## src/sv/ffba_pkg.sv

```systemverilog
`timescale 1ns / 1ps

package ffba_pkg;

  // Operation codes carried on the input selector
  localparam logic [1:0] FUNC_FORMAT = 2'd0;
  localparam logic [1:0] FUNC_TOGGLE = 2'd1;
  localparam logic [1:0] FUNC_FIND   = 2'd2;
  localparam logic [1:0] FUNC_LIST   = 2'd3;

  // Result status codes
  localparam logic [1:0] ST_OK       = 2'd0;
  localparam logic [1:0] ST_NO_FREE  = 2'd1;
  localparam logic [1:0] ST_NOT_FMT  = 2'd2;
  localparam logic [1:0] ST_OVERFLOW = 2'd3;

  // Configuration port
  localparam int ADDR_W = 3;
  localparam logic REG_DISK_SIZE = 1'b0;
  localparam logic REG_LIST_CAP  = 1'b1;

  // Where an emitted block number comes from
  typedef enum logic [1:0] {
    SRC_HELD,
    SRC_CAND,
    SRC_NONE
  } src_t;

  // Controller to datapath
  typedef struct packed {
    logic       latch;       // capture the accepted item
    logic       cur_clr;     // rewind scan, drop held result, clear count
    logic       cur_inc;     // advance row cursor
    logic       fmt_write;   // write format pattern at cursor row
    logic       set_fmt;     // set formatted flag
    logic       rd;          // issue map row read
    logic       rd_pos;      // read address from position, else cursor
    logic       tgl_write;   // write toggled row back
    logic       load_row;    // load read row into scan register
    logic       clr_bit;     // clear lowest set bit of scan register
    logic       held_load;   // hold current candidate
    logic       cnt_inc;     // one more list result delivered
    logic       emit;        // load output register
    src_t       emit_src;
    logic [1:0] emit_status;
    logic       emit_last;
  } cmd_t;

  // Datapath to controller
  typedef struct packed {
    logic [1:0] func;
    logic       formatted;
    logic       row_any;
    logic       cur_last;
    logic       held_valid;
    logic       cap_hit;
    logic       out_free;
  } sts_t;

endpackage

```

## src/sv/free_block_bitmap_allocator.sv

```systemverilog
`timescale 1ns / 1ps
// Free-block bitmap allocator. A set map bit marks a free block.
// Input stream: s_tuser selects the operation (format, toggle, find first
// free, list), s_tdata carries the block position for toggle.
// Output stream: m_tdata is the block number, m_tuser holds found and
// status, m_tlast marks the final result of an item.
// APB port: disk_size at 0x0, list_capacity at 0x4; pready is always high.
// Map rows are W = min(MAP_BITS, 32) bits wide; ROWS = ceil(MAP_BITS / W).
// Sequence after acceptance, one item at a time:
//   format: one row written per cycle; no result.
//   toggle: row read, then write back; no result.
//   find:   rows read, loaded and examined until a hit, result registered after.
//   list:   rows scanned the same way, each listed block taken from the scan row.
// s_tready is high only between items. A stalled result holds in the output
// register; the scan waits on it, while an item may be accepted as soon as
// the previous one has loaded its last result into the output register.
// Reset clears the map (per-row valid bits, no clearing pass), drops the
// formatted flag and restores disk_size 255 and list_capacity 64.
module free_block_bitmap_allocator #(
  parameter int MAP_BITS = 256,
  parameter int LIST_MAX = 64
) (
  input  logic                        clk,
  input  logic                        rst,
  input  logic                        psel,
  input  logic                        penable,
  input  logic                        pwrite,
  input  logic [ffba_pkg::ADDR_W-1:0] paddr,
  input  logic [31:0]                 pwdata,
  output logic [31:0]                 prdata,
  output logic                        pready,
  input  logic                        s_tvalid,
  output logic                        s_tready,
  input  logic [7:0]                  s_tdata,   // [7:0] position
  input  logic [1:0]                  s_tuser,   // [1:0] func
  output logic                        m_tvalid,
  input  logic                        m_tready,
  output logic [7:0]                  m_tdata,   // [7:0] block_number
  output logic [2:0]                  m_tuser,   // [0] found, [2:1] status
  output logic                        m_tlast
);
  import ffba_pkg::*;

  logic [7:0] disk_size;
  logic [6:0] list_capacity;
  cmd_t       cmd;
  sts_t       sts;
  logic       out_found;
  logic [1:0] out_status;

  ffba_regs u_regs (
    .clk           (clk),
    .rst           (rst),
    .psel          (psel),
    .penable       (penable),
    .pwrite        (pwrite),
    .paddr         (paddr),
    .pwdata        (pwdata),
    .prdata        (prdata),
    .pready        (pready),
    .disk_size     (disk_size),
    .list_capacity (list_capacity)
  );

  ffba_ctrl u_ctrl (
    .clk       (clk),
    .rst       (rst),
    .in_tvalid (s_tvalid),
    .in_func   (s_tuser),
    .in_tready (s_tready),
    .sts       (sts),
    .cmd       (cmd)
  );

  ffba_dp #(
    .MAP_BITS (MAP_BITS),
    .LIST_MAX (LIST_MAX)
  ) u_dp (
    .clk           (clk),
    .rst           (rst),
    .cmd           (cmd),
    .sts           (sts),
    .in_func       (s_tuser),
    .in_position   (s_tdata),
    .disk_size     (disk_size),
    .list_capacity (list_capacity),
    .out_tready    (m_tready),
    .out_tvalid    (m_tvalid),
    .out_block     (m_tdata),
    .out_found     (out_found),
    .out_status    (out_status),
    .out_last      (m_tlast)
  );

  assign m_tuser = {out_status, out_found};

endmodule

```

## src/sv/ffba_regs.sv

```systemverilog
`timescale 1ns / 1ps

module ffba_regs (
  input  logic                       clk,
  input  logic                       rst,
  input  logic                       psel,
  input  logic                       penable,
  input  logic                       pwrite,
  input  logic [ffba_pkg::ADDR_W-1:0] paddr,
  input  logic [31:0]                pwdata,
  output logic [31:0]                prdata,
  output logic                       pready,
  output logic [7:0]                 disk_size,
  output logic [6:0]                 list_capacity
);
  import ffba_pkg::*;

  localparam logic [7:0] DISK_SIZE_RST = 8'd255;
  localparam logic [6:0] LIST_CAP_RST  = 7'd64;

  logic wr_en;

  assign pready = 1'b1;
  assign wr_en  = psel && penable && pwrite && pready;

  // register writes
  always_ff @(posedge clk) begin
    if (rst) begin
      disk_size     <= DISK_SIZE_RST;
      list_capacity <= LIST_CAP_RST;
    end else if (wr_en) begin
      unique case (paddr[2])
        REG_DISK_SIZE: disk_size     <= pwdata[7:0];
        REG_LIST_CAP:  list_capacity <= pwdata[6:0];
      endcase
    end
  end

  // read mux
  always_comb begin
    unique case (paddr[2])
      REG_DISK_SIZE: prdata = {24'd0, disk_size};
      REG_LIST_CAP:  prdata = {25'd0, list_capacity};
    endcase
  end

endmodule

```

## src/sv/ffba_dp.sv

```systemverilog
`timescale 1ns / 1ps

module ffba_dp #(
  parameter int MAP_BITS = 256,
  parameter int LIST_MAX = 64
) (
  input  logic           clk,
  input  logic           rst,
  input  ffba_pkg::cmd_t cmd,
  output ffba_pkg::sts_t sts,
  input  logic [1:0]     in_func,
  input  logic [7:0]     in_position,
  input  logic [7:0]     disk_size,
  input  logic [6:0]     list_capacity,
  input  logic           out_tready,
  output logic           out_tvalid,
  output logic [7:0]     out_block,
  output logic           out_found,
  output logic [1:0]     out_status,
  output logic           out_last
);
  import ffba_pkg::*;

  localparam int W     = (MAP_BITS < 32) ? MAP_BITS : 32;
  localparam int ROWS  = (MAP_BITS + W - 1) / W;
  localparam int SH    = $clog2(W);
  localparam int RA_W  = (ROWS > 1) ? $clog2(ROWS) : 1;
  localparam int GW    = $clog2(ROWS * W + 256);
  localparam int CNT_W = $clog2(LIST_MAX + 1);

  // map storage, one row of W blocks per word
  logic [W-1:0]    mem [ROWS];
  logic [ROWS-1:0] row_ok;
  logic [W-1:0]    rd_data;
  logic            rd_ok;

  logic [1:0]       func;
  logic [7:0]       pos;
  logic             formatted;
  logic [RA_W-1:0]  cursor;
  logic [W-1:0]     row;
  logic [7:0]       held;
  logic             held_valid;
  logic [CNT_W-1:0] cnt;

  logic [7:0]      lim;
  logic [GW-1:0]   pos_g;
  logic            pos_in;
  logic [RA_W-1:0] pos_row;
  logic [SH-1:0]   pos_bit;
  logic [GW-1:0]   base;
  logic [W-1:0]    rd_val;
  logic [W-1:0]    lim_mask;
  logic [W-1:0]    fmt_pat;
  logic [SH-1:0]   low_idx;
  logic [GW-1:0]   cand_g;
  logic [6:0]      cap_eff;
  logic            wr_en;
  logic [RA_W-1:0] waddr;
  logic [W-1:0]    wdata;
  logic [RA_W-1:0] raddr;

  // search bound and toggle address
  always_comb begin
    lim     = (GW'(disk_size) < GW'(MAP_BITS)) ? disk_size : 8'(MAP_BITS);
    pos_g   = GW'(pos);
    pos_in  = pos_g < GW'(MAP_BITS);
    pos_row = RA_W'(pos_g >> SH);
    pos_bit = SH'(pos_g);
    base    = GW'(cursor) << SH;
    rd_val  = rd_ok ? rd_data : '0;
  end

  // per-bit bound masks for the cursor row
  always_comb begin
    logic [GW-1:0] g;
    for (int j = 0; j < W; j++) begin
      g           = base + GW'(j);
      lim_mask[j] = g < GW'(lim);
      fmt_pat[j]  = lim_mask[j] && (g != '0);
    end
  end

  // lowest set bit of the scan row
  always_comb begin
    low_idx = '0;
    for (int j = W - 1; j >= 0; j--) begin
      if (row[j]) low_idx = SH'(j);
    end
    cand_g = base + GW'(low_idx);
  end

  // effective list capacity
  always_comb begin
    if (list_capacity == 7'd0) cap_eff = 7'd1;
    else if (list_capacity > 7'(LIST_MAX)) cap_eff = 7'(LIST_MAX);
    else cap_eff = list_capacity;
  end

  // map write port
  assign wr_en = cmd.fmt_write || (cmd.tgl_write && pos_in);
  assign waddr = cmd.fmt_write ? cursor : pos_row;
  assign wdata = cmd.fmt_write ? fmt_pat : (rd_val ^ (W'(1) << pos_bit));
  assign raddr = cmd.rd_pos ? pos_row : cursor;

  always_ff @(posedge clk) begin
    if (wr_en) mem[waddr] <= wdata;
    if (cmd.rd) begin
      rd_data <= mem[raddr];
      rd_ok   <= row_ok[raddr];
    end
  end

  // row valid bits: an unwritten row reads as all zero
  always_ff @(posedge clk) begin
    if (rst) begin
      row_ok <= '0;
    end else if (wr_en) begin
      row_ok[waddr] <= 1'b1;
    end
  end

  // control state
  always_ff @(posedge clk) begin
    if (rst) begin
      formatted  <= 1'b0;
      cursor     <= '0;
      held_valid <= 1'b0;
      cnt        <= '0;
      out_tvalid <= 1'b0;
    end else begin
      if (cmd.set_fmt) formatted <= 1'b1;
      if (cmd.cur_clr) begin
        cursor     <= '0;
        held_valid <= 1'b0;
        cnt        <= '0;
      end else begin
        if (cmd.cur_inc) cursor <= cursor + RA_W'(1);
        if (cmd.held_load) held_valid <= 1'b1;
        if (cmd.cnt_inc) cnt <= cnt + CNT_W'(1);
      end
      if (cmd.emit) out_tvalid <= 1'b1;
      else if (out_tready) out_tvalid <= 1'b0;
    end
  end

  // payload registers
  always_ff @(posedge clk) begin
    if (cmd.latch) begin
      func <= in_func;
      pos  <= in_position;
    end
    if (cmd.load_row) row <= (func == FUNC_FIND) ? (rd_val & lim_mask) : rd_val;
    else if (cmd.clr_bit) row <= row & (row - W'(1));
    if (cmd.held_load) held <= cand_g[7:0];
    if (cmd.emit) begin
      unique case (cmd.emit_src)
        SRC_HELD: out_block <= held;
        SRC_CAND: out_block <= cand_g[7:0];
        default:  out_block <= 8'd0;
      endcase
      out_found  <= (cmd.emit_src != SRC_NONE);
      out_status <= cmd.emit_status;
      out_last   <= cmd.emit_last;
    end
  end

  // status to controller
  always_comb begin
    sts.func       = func;
    sts.formatted  = formatted;
    sts.row_any    = |row;
    sts.cur_last   = (cursor == RA_W'(ROWS - 1));
    sts.held_valid = held_valid;
    sts.cap_hit    = ((7'(cnt) + 7'd1) == cap_eff);
    sts.out_free   = !out_tvalid || out_tready;
  end

endmodule

```

## src/sv/ffba_ctrl.sv

```systemverilog
`timescale 1ns / 1ps

module ffba_ctrl (
  input  logic           clk,
  input  logic           rst,
  input  logic           in_tvalid,
  input  logic [1:0]     in_func,
  output logic           in_tready,
  input  ffba_pkg::sts_t sts,
  output ffba_pkg::cmd_t cmd
);
  import ffba_pkg::*;

  typedef enum logic [2:0] {
    S_IDLE,
    S_FMT,
    S_TRD,
    S_TWR,
    S_NF,
    S_SRD,
    S_SLD,
    S_SEX
  } state_t;

  state_t state, state_next;

  always_ff @(posedge clk) begin
    if (rst) state <= S_IDLE;
    else state <= state_next;
  end

  assign in_tready = (state == S_IDLE);

  // next state and datapath commands
  always_comb begin
    state_next = state;
    cmd        = '0;
    cmd.emit_src    = SRC_NONE;
    cmd.emit_status = ST_OK;
    unique case (state)
      S_IDLE: begin
        if (in_tvalid) begin
          cmd.latch   = 1'b1;
          cmd.cur_clr = 1'b1;
          unique case (in_func)
            FUNC_FORMAT: state_next = S_FMT;
            FUNC_TOGGLE: state_next = S_TRD;
            FUNC_FIND:   state_next = sts.formatted ? S_SRD : S_NF;
            FUNC_LIST:   state_next = S_SRD;
          endcase
        end
      end
      // one row of the format pattern per cycle
      S_FMT: begin
        cmd.fmt_write = 1'b1;
        cmd.cur_inc   = 1'b1;
        if (sts.cur_last) begin
          cmd.set_fmt = 1'b1;
          state_next  = S_IDLE;
        end
      end
      S_TRD: begin
        cmd.rd     = 1'b1;
        cmd.rd_pos = 1'b1;
        state_next = S_TWR;
      end
      S_TWR: begin
        cmd.tgl_write = 1'b1;
        state_next    = S_IDLE;
      end
      S_NF: begin
        if (sts.out_free) begin
          cmd.emit        = 1'b1;
          cmd.emit_status = ST_NOT_FMT;
          cmd.emit_last   = 1'b1;
          state_next      = S_IDLE;
        end
      end
      S_SRD: begin
        cmd.rd     = 1'b1;
        state_next = S_SLD;
      end
      S_SLD: begin
        cmd.load_row = 1'b1;
        state_next   = S_SEX;
      end
      // examine the scan row
      S_SEX: begin
        if (sts.func == FUNC_FIND) begin
          if (sts.row_any) begin
            if (sts.out_free) begin
              cmd.emit      = 1'b1;
              cmd.emit_src  = SRC_CAND;
              cmd.emit_last = 1'b1;
              state_next    = S_IDLE;
            end
          end else if (sts.cur_last) begin
            if (sts.out_free) begin
              cmd.emit        = 1'b1;
              cmd.emit_status = ST_NO_FREE;
              cmd.emit_last   = 1'b1;
              state_next      = S_IDLE;
            end
          end else begin
            cmd.cur_inc = 1'b1;
            state_next  = S_SRD;
          end
        end else begin
          // list: a found bit is held until the next one tells whether it ends the run
          if (sts.row_any) begin
            if (!sts.held_valid) begin
              cmd.held_load = 1'b1;
              cmd.clr_bit   = 1'b1;
            end else if (sts.out_free) begin
              cmd.emit     = 1'b1;
              cmd.emit_src = SRC_HELD;
              if (sts.cap_hit) begin
                cmd.emit_status = ST_OVERFLOW;
                cmd.emit_last   = 1'b1;
                state_next      = S_IDLE;
              end else begin
                cmd.held_load = 1'b1;
                cmd.clr_bit   = 1'b1;
                cmd.cnt_inc   = 1'b1;
              end
            end
          end else if (sts.cur_last) begin
            if (sts.out_free) begin
              cmd.emit      = 1'b1;
              cmd.emit_last = 1'b1;
              if (sts.held_valid) begin
                cmd.emit_src = SRC_HELD;
              end else begin
                cmd.emit_status = ST_NO_FREE;
              end
              state_next = S_IDLE;
            end
          end else begin
            cmd.cur_inc = 1'b1;
            state_next  = S_SRD;
          end
        end
      end
      default: state_next = S_IDLE;
    endcase
  end

endmodule

```

## config.mk

```make
export PLATFORM = sky130hd
export DESIGN_NAME = free_block_bitmap_allocator
export DESIGN_NICKNAME = d
export VERILOG_FILES = /design/src/sv/ffba_pkg.sv /design/src/sv/free_block_bitmap_allocator.sv /design/src/sv/ffba_regs.sv /design/src/sv/ffba_dp.sv /design/src/sv/ffba_ctrl.sv
export SDC_FILE = /design/constraint.sdc
export NUM_CORES = 1
export LEC_CHECK = 0
export ABC_AREA = 0
export BUFFER_PORTS_ARGS = -buffer_cell sky130_fd_sc_hd__buf_2
export CAP_MARGIN = 20
export CORE_MARGIN = 2
export CORE_UTILIZATION = 45
export DETAILED_ROUTE_END_ITERATION = 16
export GPL_ROUTABILITY_DRIVEN = 0
export PLACE_DENSITY = 0.72
export SETUP_SLACK_MARGIN = 0.3
export SKIP_CTS_REPAIR_TIMING = 1
export SYNTH_ARGS = -nofsm -noshare
export SYNTH_HDL_FRONTEND = slang
export SYNTH_HIERARCHICAL = 1
export SYNTH_SLANG_ARGS = --single-unit
```

## constraint.sdc

```tcl
create_clock -name clk -period 4.5 [get_ports clk]
set_input_delay 0.45 -clock clk [delete_from_list [all_inputs] [get_ports clk]]
set_output_delay 0.45 -clock clk [all_outputs]
set_load 0.03 [all_outputs]
```

==> flow_metrics.env, run 1 <==
export IMPL_worst_endpoint_arrival_ns=3.97
export IMPL_buffer_ports_inserted=47
export IMPL_static_leakage_power_nw=6.81
export IMPL_max_ir_drop_vdd_v=0.000351
export IMPL_start_util_pct=45.4
export IMPL_design_portCount=99
export IMPL_post_dp_cell_area_um2=18700
export IMPL_power_density_nw_per_um2=503
export IMPL_yosysMostFrequentCell="sky130_fd_sc_hd__edfxtp_1"
export IMPL_synth_area_per_cell_um2=14.0
export IMPL_yosys_top_cells_count="sky130_fd_sc_hd__edfxtp_1, sky130_fd_sc_hd__nand2_1, sky130_fd_sc_hd__nor2_1"
export IMPL_ctsHtreeMaxLevel=2
export IMPL_design_core_area_um2=39500
export IMPL_timing_worst_setup_path_type="reg -> reg"
export IMPL_fraction_of_layout_cells_with_a_size_suffix_above_1_pct=20.5
export IMPL_grt_start_max_net_pins=67
export IMPL_cell_row_count=73
export IMPL_end_kind="flop"
export IMPL_final_hold_violation_count=0
export IMPL_hpwl_um=25200
export IMPL_max_stage_delay_ns=0.67
export IMPL_ys_warnings_count=6
export IMPL_fp_dieArea_um2=41500
export IMPL_timing_worst_slew_pin_value_ns=1.08
export IMPL_final_max_slew_violation_count=0
export IMPL_detailroute_via_count=11000
export IMPL_grt_setup_unrepaired="no"
export IMPL_hold_end="u_dp/pos[5]"
export IMPL_synth_ff_type="sky130_fd_sc_hd__edfxtp_1"
export IMPL_gr_usage_met1_pct=26.8
export IMPL_gr_usage_all_layers_pct=19.1
export IMPL_regArea_um2=11300
export IMPL_area_growth_pct=12.7
export IMPL_post_drt_via_cell_ratio=5.82
export IMPL_async_reset_ff_share_pct=0
export IMPL_r2r_start="u_dp/cnt[0]"
export IMPL_top_usage_layer="met2"
export IMPL_seq_area_frac_synth_pct=63.1
export IMPL_cts_buffer_depth=3
export IMPL_die_width_um=204
export IMPL_cap_violations=0
export IMPL_cts_tree="yes"
export IMPL_reg2reg_slack_ns=0.70
export IMPL_cts_root_buf="sky130_fd_sc_hd__clkbuf_16"
export IMPL_synth_largest_area_cell="sky130_fd_sc_hd__edfxtp_1"
export IMPL_nets=1388
export IMPL_synth_edf_count=351
export IMPL_grt_pass1_wl_um=60700
export IMPL_grtUsageMet3_pct=3.13
export IMPL_final_antenna_net_count=0
export IMPL_max_freq_ghz=0.263
export IMPL_cts_buffers_inserted=42
export IMPL_chipHeight_um=204
export IMPL_remaining_drc_errors=0
export IMPL_overflow_left_after_global_routing=0
export IMPL_crit_path_top_delay_cell="sky130_fd_sc_hd__a2111oi_1"
export IMPL_finalSetupTns_ns=0
export IMPL_synth_cells=1285
export IMPL_min_delay_path_depth=1
export IMPL_synth_top_cell_area_share_pct=58.7
export IMPL_crit_required_ns=4.67
export IMPL_clock_sinks=390
export IMPL_final_min_clock_period_ns=3.80
export IMPL_synth_seq_cells=390
export IMPL_final_core_utilization_pct=51.1
export IMPL_final_setup_viol_count=0
export IMPL_num_fill_cells=3258
export IMPL_timing_final_crit_share_pct=84.3
export IMPL_ff2ff_path_depth=10
export IMPL_setup_skew_after_layout_ns=0.0157
export IMPL_worst_skew_pair_late_latency_ns=0.54
export IMPL_critPathMaxFanout=32
export IMPL_hp_start="s_tdata[5]"
export IMPL_start_kind="flop"
export IMPL_use_met2_pct=30.1
export IMPL_run_status="finished, final reports clean"
export IMPL_timing_hold_worst_class="in -> reg"
export IMPL_clkTransAtPathRegs_ns=0.06
export IMPL_antenna_found_initial=0
export IMPL_design_area_um2=20200
export IMPL_slew_headroom_pct=27.3
export IMPL_synth_cell_types=78
export IMPL_finalWirelength_um=39600
export IMPL_detail_route_first_pass_iterations=5
export IMPL_wl_per_cell_um=21.0
export IMPL_multi_input_area_um2=6120
export IMPL_drt_iter0_markers=1193
export IMPL_mappedNetlistArea_um2=17900
export IMPL_crit_reg2reg_capture="u_dp/row[2]"
export IMPL_path_cells="ha_1 -> nand3_1 -> xor2_1 -> xnor2_1 -> o41a_1 -> a2111oi_1 -> nand2b_1 -> a21oi_1 -> buf_4 -> or2_2"
export IMPL_main_area_contributors_after_synthesis="sky130_fd_sc_hd__edfxtp_1, sky130_fd_sc_hd__mux4_2, sky130_fd_sc_hd__dfxtp_1"
export IMPL_first_global_vias=10600
export IMPL_n_antenna_cell=0
[metal layers]
layer / vias to the layer above / share of wire (%)
met5: - / 0
met4: 0 / 3.0
met3: 74 / 7.7
met2: 514 / 46
met1: 5441 / 43
li1: 4935 / -
[through the flow]
step                      power [mW]  cells  setup WS, ns  hold slack (ns)
after floorplan                 6.08   1308          1.24            0.435
after global placement          6.54   1805         0.872            0.444
after detailed placement        6.63   1806         0.789            0.456
after CTS                       10.2   1881         0.786           0.0698
after global routing            10.5   1884         0.587           0.0683
final                           10.2   1884         0.704           0.0932
[worst max-delay path, delay by kind of cell (launching register included)]
kind	cells	cell delay, ns
compound gates	3	1.17
flops	1	0.47
fa+ha+maj	1	0.31
xor+xnor	2	0.34
buf+inv	1	0.18
simple gates	3	0.94
[worst max path at each step]
stage                               start                to  depth (start not counted)
after CTS                     u_dp/cnt[0]       u_dp/row[2]                         10
final                         u_dp/cnt[0]       u_dp/row[2]                         10
after floorplan               u_dp/cnt[0]       u_dp/row[0]                         10
after global placement        u_dp/cnt[0]      u_dp/row[26]                         10
after global routing          u_dp/cnt[0]      u_dp/row[22]                         10
after detailed placement  u_ctrl/state[1]  u_dp/rd_data[26]                          6
[cell families after synthesis]
group | Yosys count | synth area share [%]
DFF | 390 | 63.1
and+or+nand+nor | 368 | 9.69
AOI/OAI and AO/OA | 208 | 7.63
muxes | 138 | 12.7
buffers and inverters | 123 | 3.91
xor gates and xnor gates | 48 | 2.34
adders and majority gates | 8 | 0.558
other | 2 | 0.0419
[final cells by class]
cell class	count	share of cell area (%)
clock buffer	48	5.42
clock inverter	27	1.71
inverter	23	0.427
multi-input combinational	795	30.3
sequential	390	56.0
tap	525	3.25
timing repair buffer	76	2.93
[power breakdown]
part | internal (mW) | total, mW | switching (mW)
combinational | 0.719 | 1.83 | 1.12
sequential | 4.58 | 4.74 | 0.165
clock | 2.21 | 3.59 | 1.38
total | 7.51 | 10.2 | 2.66
[sequential cells by signal, indices dropped and copies added, names as in the netlist, 8 cells and up]
register and count:
u_regs/disk_size 8, u_dp/rd_data 32, u_dp/held 8, u_dp/row_ok 8, u_dp/mem 256, u_dp/row 32, u_dp/out_block 8, u_dp/pos 8
[cell usage in the layout (no fill, tap or decap), types with 6 or more instances in the layout]
cell and count:
sky130_fd_sc_hd__nand2b_1 25, sky130_fd_sc_hd__mux4_2 59, sky130_fd_sc_hd__ha_1 8, sky130_fd_sc_hd__and2_1 7
sky130_fd_sc_hd__and3_1 7, sky130_fd_sc_hd__dfxtp_1 39, sky130_fd_sc_hd__nand2_1 123, sky130_fd_sc_hd__or3_1 8
sky130_fd_sc_hd__nor4_1 6, sky130_fd_sc_hd__mux2_2 42, sky130_fd_sc_hd__buf_12 8, sky130_fd_sc_hd__edfxtp_1 351
sky130_fd_sc_hd__inv_1 23, sky130_fd_sc_hd__nor2_4 9, sky130_fd_sc_hd__nand4_1 6, sky130_fd_sc_hd__xor2_1 26
sky130_fd_sc_hd__a21oi_1 44, sky130_fd_sc_hd__nor3_1 14, sky130_fd_sc_hd__xnor2_1 22, sky130_fd_sc_hd__nand3_1 20
sky130_fd_sc_hd__clkinv_2 9, sky130_fd_sc_hd__a31oi_1 9, sky130_fd_sc_hd__nor2_1 106, sky130_fd_sc_hd__o211ai_1 22
sky130_fd_sc_hd__bufinv_16 8, sky130_fd_sc_hd__mux4_1 7, sky130_fd_sc_hd__clkbuf_16 43, sky130_fd_sc_hd__o2111ai_1 10
sky130_fd_sc_hd__nor2b_1 9, sky130_fd_sc_hd__conb_1 25, sky130_fd_sc_hd__buf_2 47, sky130_fd_sc_hd__o21ai_0 62
sky130_fd_sc_hd__mux2i_1 27, sky130_fd_sc_hd__buf_4 17
Note: power is estimated with default switching activity, not from simulation.
==> run 2, diff against run 1 <==
ABC_AREA = 1   (was 0)
PLACE_DENSITY = 0.74   (was 0.72)
clock period = 3.4 ns   (was 4.5 ns; I/O delays follow)
==> run 2 against run 1 <==
Non-clock buffer count is 24 higher. Register-to-register slack lost 0.23 ns. Utilization increased by 0.22 points. Critical endpoint is now u_dp/mem[2][29]. Sequential power increased by 47%. Critical path type unchanged. Combinational power rose to 3.0 times the previous value.
==> flow_metrics.env, run 2 <==
export IMPL_final_core_utilization_pct=51.3
export IMPL_design_core_area_um2=39500
export IMPL_crit_path_top_delay_cell="sky130_fd_sc_hd__o21ai_0"
export IMPL_seq_area_frac_synth_pct=63.0
export IMPL_slew_headroom_pct=29.0
export IMPL_multi_input_area_um2=5690
export IMPL_detail_route_first_pass_iterations=9
export IMPL_run_status="finished, final reports clean"
export IMPL_use_met2_pct=33.8
export IMPL_n_antenna_cell=0
export IMPL_remaining_drc_errors=0
export IMPL_chipHeight_um=204
export IMPL_design_portCount=99
export IMPL_yosysMostFrequentCell="sky130_fd_sc_hd__nor2_1"
export IMPL_synthXorXnorAreaFrac_pct=0.828
export IMPL_end_kind="flop"
export IMPL_first_global_vias=12700
export IMPL_power_density_nw_per_um2=813
export IMPL_main_area_contributors_after_synthesis="sky130_fd_sc_hd__edfxtp_1, sky130_fd_sc_hd__nor2_1, sky130_fd_sc_hd__o21ai_0"
export IMPL_buffer_ports_inserted=47
export IMPL_timing_worst_setup_path_type="reg -> reg"
export IMPL_pwr_share_clk_pct=24.9
export IMPL_max_ir_drop_vdd_v=0.000540
export IMPL_top_register="u_dp/mem"
export IMPL_wl_per_cell_um=17.7
export IMPL_ys_warnings_count=6
export IMPL_async_reset_ff_share_pct=0
export IMPL_cts_tree="yes"
export IMPL_synth_ff_type="sky130_fd_sc_hd__edfxtp_1"
export IMPL_timing_final_crit_share_pct=85.9
export IMPL_mostFrequentLayoutCells="sky130_fd_sc_hd__nor2_1, sky130_fd_sc_hd__edfxtp_1, sky130_fd_sc_hd__nand2_1"
export IMPL_largest_family_of_logic_cells_by_synthesized_area="simple AND/OR/NAND/NOR gates"
export IMPL_regArea_um2=11300
export IMPL_p_int_mw=10.6
export IMPL_worst_endpoint_arrival_ns=3.14
export IMPL_synth_area_per_cell_um2=9.81
export IMPL_start_util_pct=45.5
export IMPL_grt_setup_unrepaired="no"
export IMPL_post_synth_adder_cell_area_pct=0.557
export IMPL_worst_skew_pair_late_latency_ns=0.54
export IMPL_timing_worst_slew_pin_value_ns=1.05
export IMPL_final_min_clock_period_ns=2.92
export IMPL_synth_cell_types=49
export IMPL_fp_dieArea_um2=41600
export IMPL_timing_hold_worst_class="in -> reg"
export IMPL_synth_compound_gate_area_share_pct=12.1
export IMPL_finalWirelength_um=43200
export IMPL_power_frac_seq_pct=42.3
export IMPL_largest_register_ff_count=256
export IMPL_setup_skew_after_layout_ns=0.0111
export IMPL_max_freq_ghz=0.342
export IMPL_synth_simple_gate_area_share_pct=17.0
export IMPL_grtUsageMet3_pct=2.84
export IMPL_fraction_of_layout_cells_with_a_size_suffix_above_1_pct=10.1
export IMPL_crit_required_ns=3.62
export IMPL_post_dp_cell_area_um2=19000
export IMPL_total_switching_power_mw=5.92
export IMPL_area_growth_pct=12.9
export IMPL_p_comb_share_pct=32.8
export IMPL_final_antenna_net_count=0
export IMPL_design_area_um2=20300
export IMPL_antenna_found_initial=0
export IMPL_cell_row_count=73
export IMPL_num_fill_cells=3423
export IMPL_final_max_slew_violation_count=0
export IMPL_mappedNetlistArea_um2=18000
export IMPL_path_cells="inv_1 -> ha_1 -> a21oi_1 -> nand2_1 -> nor2_4 -> inv_1 -> nor2_2 -> nand2_1 -> o21ai_0"
export IMPL_cts_buffers_inserted=40
export IMPL_finalSetupTns_ns=0
export IMPL_clock_sinks=390
export IMPL_post_drt_via_cell_ratio=5.54
export IMPL_cts_root_buf="sky130_fd_sc_hd__clkbuf_16"
export IMPL_gr_usage_met1_pct=27.9
export IMPL_die_width_um=204
export IMPL_critPathMaxFanout=8
export IMPL_gr_usage_all_layers_pct=20.7
export IMPL_synth_mux_area_fraction_pct=0
export IMPL_nets=1946
export IMPL_layout_cells_most_common="sky130_fd_sc_hd__nor2_1"
export IMPL_static_leakage_power_nw=7.67
export IMPL_synth_seq_cells=390
export IMPL_max_stage_delay_ns=0.70
export IMPL_grt_start_max_net_pins=133
export IMPL_synth_top_cell_area_share_pct=58.6
export IMPL_synth_cells=1832
export IMPL_synth_largest_area_cell="sky130_fd_sc_hd__edfxtp_1"
export IMPL_top_usage_layer="met2"
export IMPL_start_kind="flop"
export IMPL_swShare_pct=35.9
export IMPL_synth_edf_count=351
export IMPL_cts_buffer_depth=3
export IMPL_drt_iter0_markers=1765
export IMPL_overflow_left_after_global_routing=0
export IMPL_yosys_top_cells_count="sky130_fd_sc_hd__nor2_1, sky130_fd_sc_hd__edfxtp_1, sky130_fd_sc_hd__nand2_1"
export IMPL_detailroute_via_count=13500
export IMPL_largest_registers="u_dp/mem x256, u_dp/rd_data x32, u_dp/row x32"
export IMPL_final_setup_viol_count=0
export IMPL_hpwl_um=26700
export IMPL_grt_pass1_wl_um=67500
export IMPL_clkTransAtPathRegs_ns=0.06
export IMPL_ctsHtreeMaxLevel=2
export IMPL_final_hold_violation_count=0
export IMPL_cap_violations=0
==> run 2: changes by cell type after synthesis, sizes merged, moves of 25 or more <==
cell / previous run / this run
mux2i: 30 / 0
clkbuf: 42 / 72
a31oi: 9 / 40
inv: 23 / 160
o22ai: 1 / 43
nand3: 23 / 73
o21ai: 67 / 234
nand2: 123 / 263
nand2b: 25 / 0
mux4: 66 / 0
nor2: 116 / 377
mux2: 42 / 0
==> run 2: final timing paths <==
kind / slack (ns) / cells past startpoint / startpoint / endpoint
setup / recovery: 0.48 / 9 / u_regs/disk_size[7] / u_dp/mem[2][29]
hold / removal: 0.01 / 1 / s_tuser[0] / u_dp/func[0]
setup reg to reg: 0.48 / 9 / u_regs/disk_size[7] / u_dp/mem[2][29]
hold reg to reg: 0.47 / 2 / u_dp/row_ok[0] / u_dp/row_ok[0]
==> run 2: per-layer routing <==
metal / routed length (um) / share of wire, %
met2: 20100 / 47
met5: 0 / 0
met4: 1540 / 3.6
met3: 3740 / 8.7
met1: 17800 / 41
==> run 2: final cells by class <==
type                    count  share of cell area (%)
well taps                 525                    3.24
clock buffers              56                    5.43
multi-input cells        1192                    28.0
inverters                 162                    3.03
clock inverters            18                   0.573
flip-flops and latches    390                    55.8
repair buffers            100                    3.96
==> run 2: logic make-up (layout without fill, tap and decap cells) <==
logic type	after synthesis	after routing
AO/OA/AOI/OAI	396	396
XOR/XNOR	17	17
adder cells (fa/ha/maj)	8	8
buffers and inverters	273	336
flip-flops	390	390
other	2	25
AND/OR/NAND/NOR	746	746
==> run 2: worst max-delay path, delay by kind of cell (launching register included) <==
family / cells / cell delay [ns]
flip-flops: 1 / 0.35
buffers and inverters: 2 / 0.17
adder cells (fa/ha/maj): 1 / 0.31
AO/OA/AOI/OAI: 2 / 0.91
AND/OR/NAND/NOR: 4 / 0.87
==> run 2: power groups by stage <==
stage	registers, mW	logic, mW	clock network [mW]
2_1_floorplan	7.01	3.46	0
3_5_place_dp	7.08	5.27	0
3_3_place_gp	7.05	5.07	0
4_1_cts	6.98	5.31	4.17
5_1_grt	7.03	6.00	4.36
6_report	6.98	5.42	4.11
==> run 2: stage by stage <==
step           setup slack [ns]  total power [mW]  instances  hold slack (ns)
3_5_place_dp              0.297              12.3       2359            0.454
6_report                  0.479              16.5       2443           0.0108
5_1_grt                   0.319              17.4       2443          0.00216
2_1_floorplan             0.269              10.5       1855            0.435
3_3_place_gp              0.342              12.1       2359            0.444
4_1_cts                   0.266              16.5       2433          -0.0415
==> run 3, diff against run 2 <==
SYNTH_HIERARCHICAL = unset   (was 1)
==> run 3 against run 2 <==
Flip-flop and latch count stayed put. Clock power increased by 5%. Register-to-register slack is essentially flat. Clock-buffer cell count shrank 7. Area after synthesis is 1.8% lower. Non-clock buffer count is 5 lower. Maximum frequency grew 0.22%. Global-route usage shrank 0.21 points. Sequential power is 1% higher. Critical endpoint is now u_dp.mem[3][25]. Highest routed layer unchanged.
==> flow_metrics.env, run 3 <==
export IMPL_post_synth_adder_cell_area_pct=0.567
export IMPL_post_drt_via_cell_ratio=5.59
export IMPL_crit_reg2reg_capture="u_dp.mem[3][25]"
export IMPL_design_core_area_um2=38700
export IMPL_max_ir_drop_vdd_v=0.000479
export IMPL_area_growth_pct=13.6
export IMPL_cts_buffers_inserted=40
export IMPL_wl_per_cell_um=18.1
export IMPL_seq_area_frac_synth_pct=64.1
export IMPL_dp_cells=2275
export IMPL_timing_hold_worst_class="in -> reg"
export IMPL_crit_required_ns=3.62
export IMPL_nets=1864
export IMPL_max_freq_ghz=0.343
export IMPL_synth_top_cell_area_share_pct=59.7
export IMPL_max_stage_delay_ns=0.74
export IMPL_ys_warnings_count=0
export IMPL_fin_hold_ws_ns=0.0390
export IMPL_yosysMostFrequentCell="sky130_fd_sc_hd__nor2_1"
export IMPL_async_reset_ff_share_pct=0
export IMPL_largest_registers="u_dp.mem x256, u_dp.rd_data x32, u_dp.row x32"
export IMPL_grt_start_max_net_pins=133
export IMPL_critPathMaxFanout=8
export IMPL_start_util_pct=45.6
export IMPL_timing_critical_path_from="u_dp.cursor[2]"
export IMPL_clkTransAtPathRegs_ns=0.06
export IMPL_final_antenna_net_count=0
export IMPL_cell_row_count=72
export IMPL_ctsHtreeMaxLevel=2
export IMPL_drt_iter0_markers=1311
export IMPL_finalWirelength_um=42600
export IMPL_synthXorXnorAreaFrac_pct=1.03
export IMPL_synth_mux_area_fraction_pct=0
export IMPL_path_buf_inv=1
export IMPL_detailroute_via_count=13200
export IMPL_synth_area_per_cell_um2=10.1
export IMPL_synth_cell_types=47
export IMPL_r2r_start="u_dp.cursor[2]"
export IMPL_synth_ff_type="sky130_fd_sc_hd__edfxtp_1"
export IMPL_largest_family_of_logic_cells_by_synthesized_area="simple AND/OR/NAND/NOR gates"
export IMPL_worst_endpoint_arrival_ns=3.13
export IMPL_run_status="finished, final reports clean"
export IMPL_final_core_utilization_pct=51.8
export IMPL_critPathCapture="u_dp.mem[3][25]"
export IMPL_worst_skew_pair_late_latency_ns=0.54
export IMPL_num_fill_cells=3331
export IMPL_synth_simple_gate_area_share_pct=14.3
export IMPL_final_setup_viol_count=0
export IMPL_chipHeight_um=202
export IMPL_final_max_slew_violation_count=0
export IMPL_top_register="u_dp.mem"
export IMPL_synth_cells=1749
export IMPL_synth_largest_area_cell="sky130_fd_sc_hd__edfxtp_1"
export IMPL_power_density_nw_per_um2=829
export IMPL_antenna_found_initial=0
export IMPL_ff2ff_path_depth=8
export IMPL_static_leakage_power_nw=7.31
export IMPL_crit_path_top_delay_cell="sky130_fd_sc_hd__o21ai_0"
export IMPL_synth_compound_gate_area_share_pct=14.0
export IMPL_start_kind="flop"
export IMPL_synth_edf_count=351
export IMPL_reg2reg_slack_ns=0.49
export IMPL_timing_final_crit_share_pct=85.7
export IMPL_grt_pass1_wl_um=65900
export IMPL_cts_root_buf="sky130_fd_sc_hd__clkbuf_16"
export IMPL_remaining_drc_errors=0
export IMPL_end_kind="flop"
export IMPL_detail_route_first_pass_iterations=6
export IMPL_critical_path_depth=8
export IMPL_slew_headroom_pct=19.4
export IMPL_cap_violations=0
export IMPL_path_common_cell="sky130_fd_sc_hd__nand2_1"
export IMPL_post_dp_cell_area_um2=18700
export IMPL_mostFrequentLayoutCells="sky130_fd_sc_hd__nor2_1, sky130_fd_sc_hd__edfxtp_1, sky130_fd_sc_hd__o21ai_0"
export IMPL_cts_buffer_depth=3
export IMPL_instances_no_fill=2352
export IMPL_fp_dieArea_um2=40900
export IMPL_grt_setup_unrepaired="no"
export IMPL_synth_seq_cells=390
export IMPL_path_cells="ha_1 -> a21oi_1 -> nand2_1 -> nor2_2 -> inv_1 -> nor2_1 -> nand2_1 -> o21ai_0"
export IMPL_final_min_clock_period_ns=2.91
export IMPL_mappedNetlistArea_um2=17700
export IMPL_overflow_left_after_global_routing=0
export IMPL_cts_tree="yes"
export IMPL_fraction_of_layout_cells_with_a_size_suffix_above_1_pct=11.3
export IMPL_final_hold_violation_count=0
export IMPL_main_area_contributors_after_synthesis="sky130_fd_sc_hd__edfxtp_1, sky130_fd_sc_hd__nor2_1, sky130_fd_sc_hd__o21ai_0"
export IMPL_buffer_ports_inserted=47
export IMPL_largest_register_ff_count=256
export IMPL_yosys_top_cells_count="sky130_fd_sc_hd__nor2_1, sky130_fd_sc_hd__edfxtp_1, sky130_fd_sc_hd__o21ai_0"
export IMPL_cpLargestDelayFamily="simple AND/OR/NAND/NOR gates"
export IMPL_design_portCount=99
export IMPL_timing_worst_setup_path_type="reg -> reg"
export IMPL_n_antenna_cell=0
export IMPL_first_global_vias=12200
export IMPL_setup_skew_after_layout_ns=0.0196
export IMPL_design_area_um2=20100
export IMPL_clock_sinks=390
export IMPL_die_width_um=202
export IMPL_hpwl_um=27100
export IMPL_finalSetupTns_ns=0
export IMPL_timing_worst_slew_pin_value_ns=1.20
export IMPL_gr_usage_all_layers_pct=20.5
-- run 3: cell families (layout without fill, tap and decap cells) --
group           after synthesis  count (layout)
other cells                   2              25
flops                       390             390
compound gates              447             447
fa+ha+maj                     8               8
buf+inv                     254             316
simple gates                628             628
xor+xnor                     20              20
-- run 3: how the worst min path moves through the flow --
stage | start | to | slack, ns | depth (start not counted)
2_1_floorplan | u_dp.row_ok[1] | u_dp.row_ok[1] | 0.43 | 2
3_3_place_gp | u_dp.row_ok[4] | u_dp.row_ok[4] | 0.44 | 2
3_5_place_dp | u_dp.row_ok[2] | u_dp.row_ok[2] | 0.46 | 2
4_1_cts | s_tdata[7] | u_dp.pos[7] | -0.03 | 1
5_1_grt | s_tdata[1] | u_dp.pos[1] | 0.03 | 1
6_report | pwdata[7] | u_regs.disk_size[7] | 0.04 | 3
-- run 3: area by class of cell --
type	count	area, um^2	area share [%]
clock buffer	49	1030	5.16
clock inverter	23	253	1.26
multi-input combinational	1128	5490	27.4
sequential	390	11300	56.4
inverter	149	561	2.79
timing repair buffer	95	756	3.77
tap	518	648	3.23
-- run 3: worst register-to-register path, delay by kind of cell, from the launching register on --
family | cells | cell delay [ns]
and+or+nand+nor | 4 | 0.92
AOI/OAI and AO/OA | 2 | 0.92
DFF | 1 | 0.40
adders and majority gates | 1 | 0.27
buffers and inverters | 1 | 0.08
-- run 3: report_power, final --
group / switching, mW / internal (mW)
Sequential: 0.288 / 6.77
Combinational: 3.79 / 1.47
Clock: 1.76 / 2.55
Total: 5.84 / 10.8
-- run 3: layer usage --
metal / global-route usage (%) / up-vias / routed length (um)
met4: 8.13 / 0 / 1540
met2: 32.2 / 650 / 19500
met5: 0 / - / 0
met1: 28.2 / 6246 / 18000
met3: 3.85 / 118 / 3550
li1: - / 6138 / -
-- run 3: stage by stage --
stage | worst slack, ns | power, mW
floorplan | 0.0727 | 10.4
global placement | 0.511 | 12.1
detailed placement | 0.307 | 12.3
CTS | 0.295 | 16.6
global route | 0.342 | 17.4
finish | 0.485 | 16.6
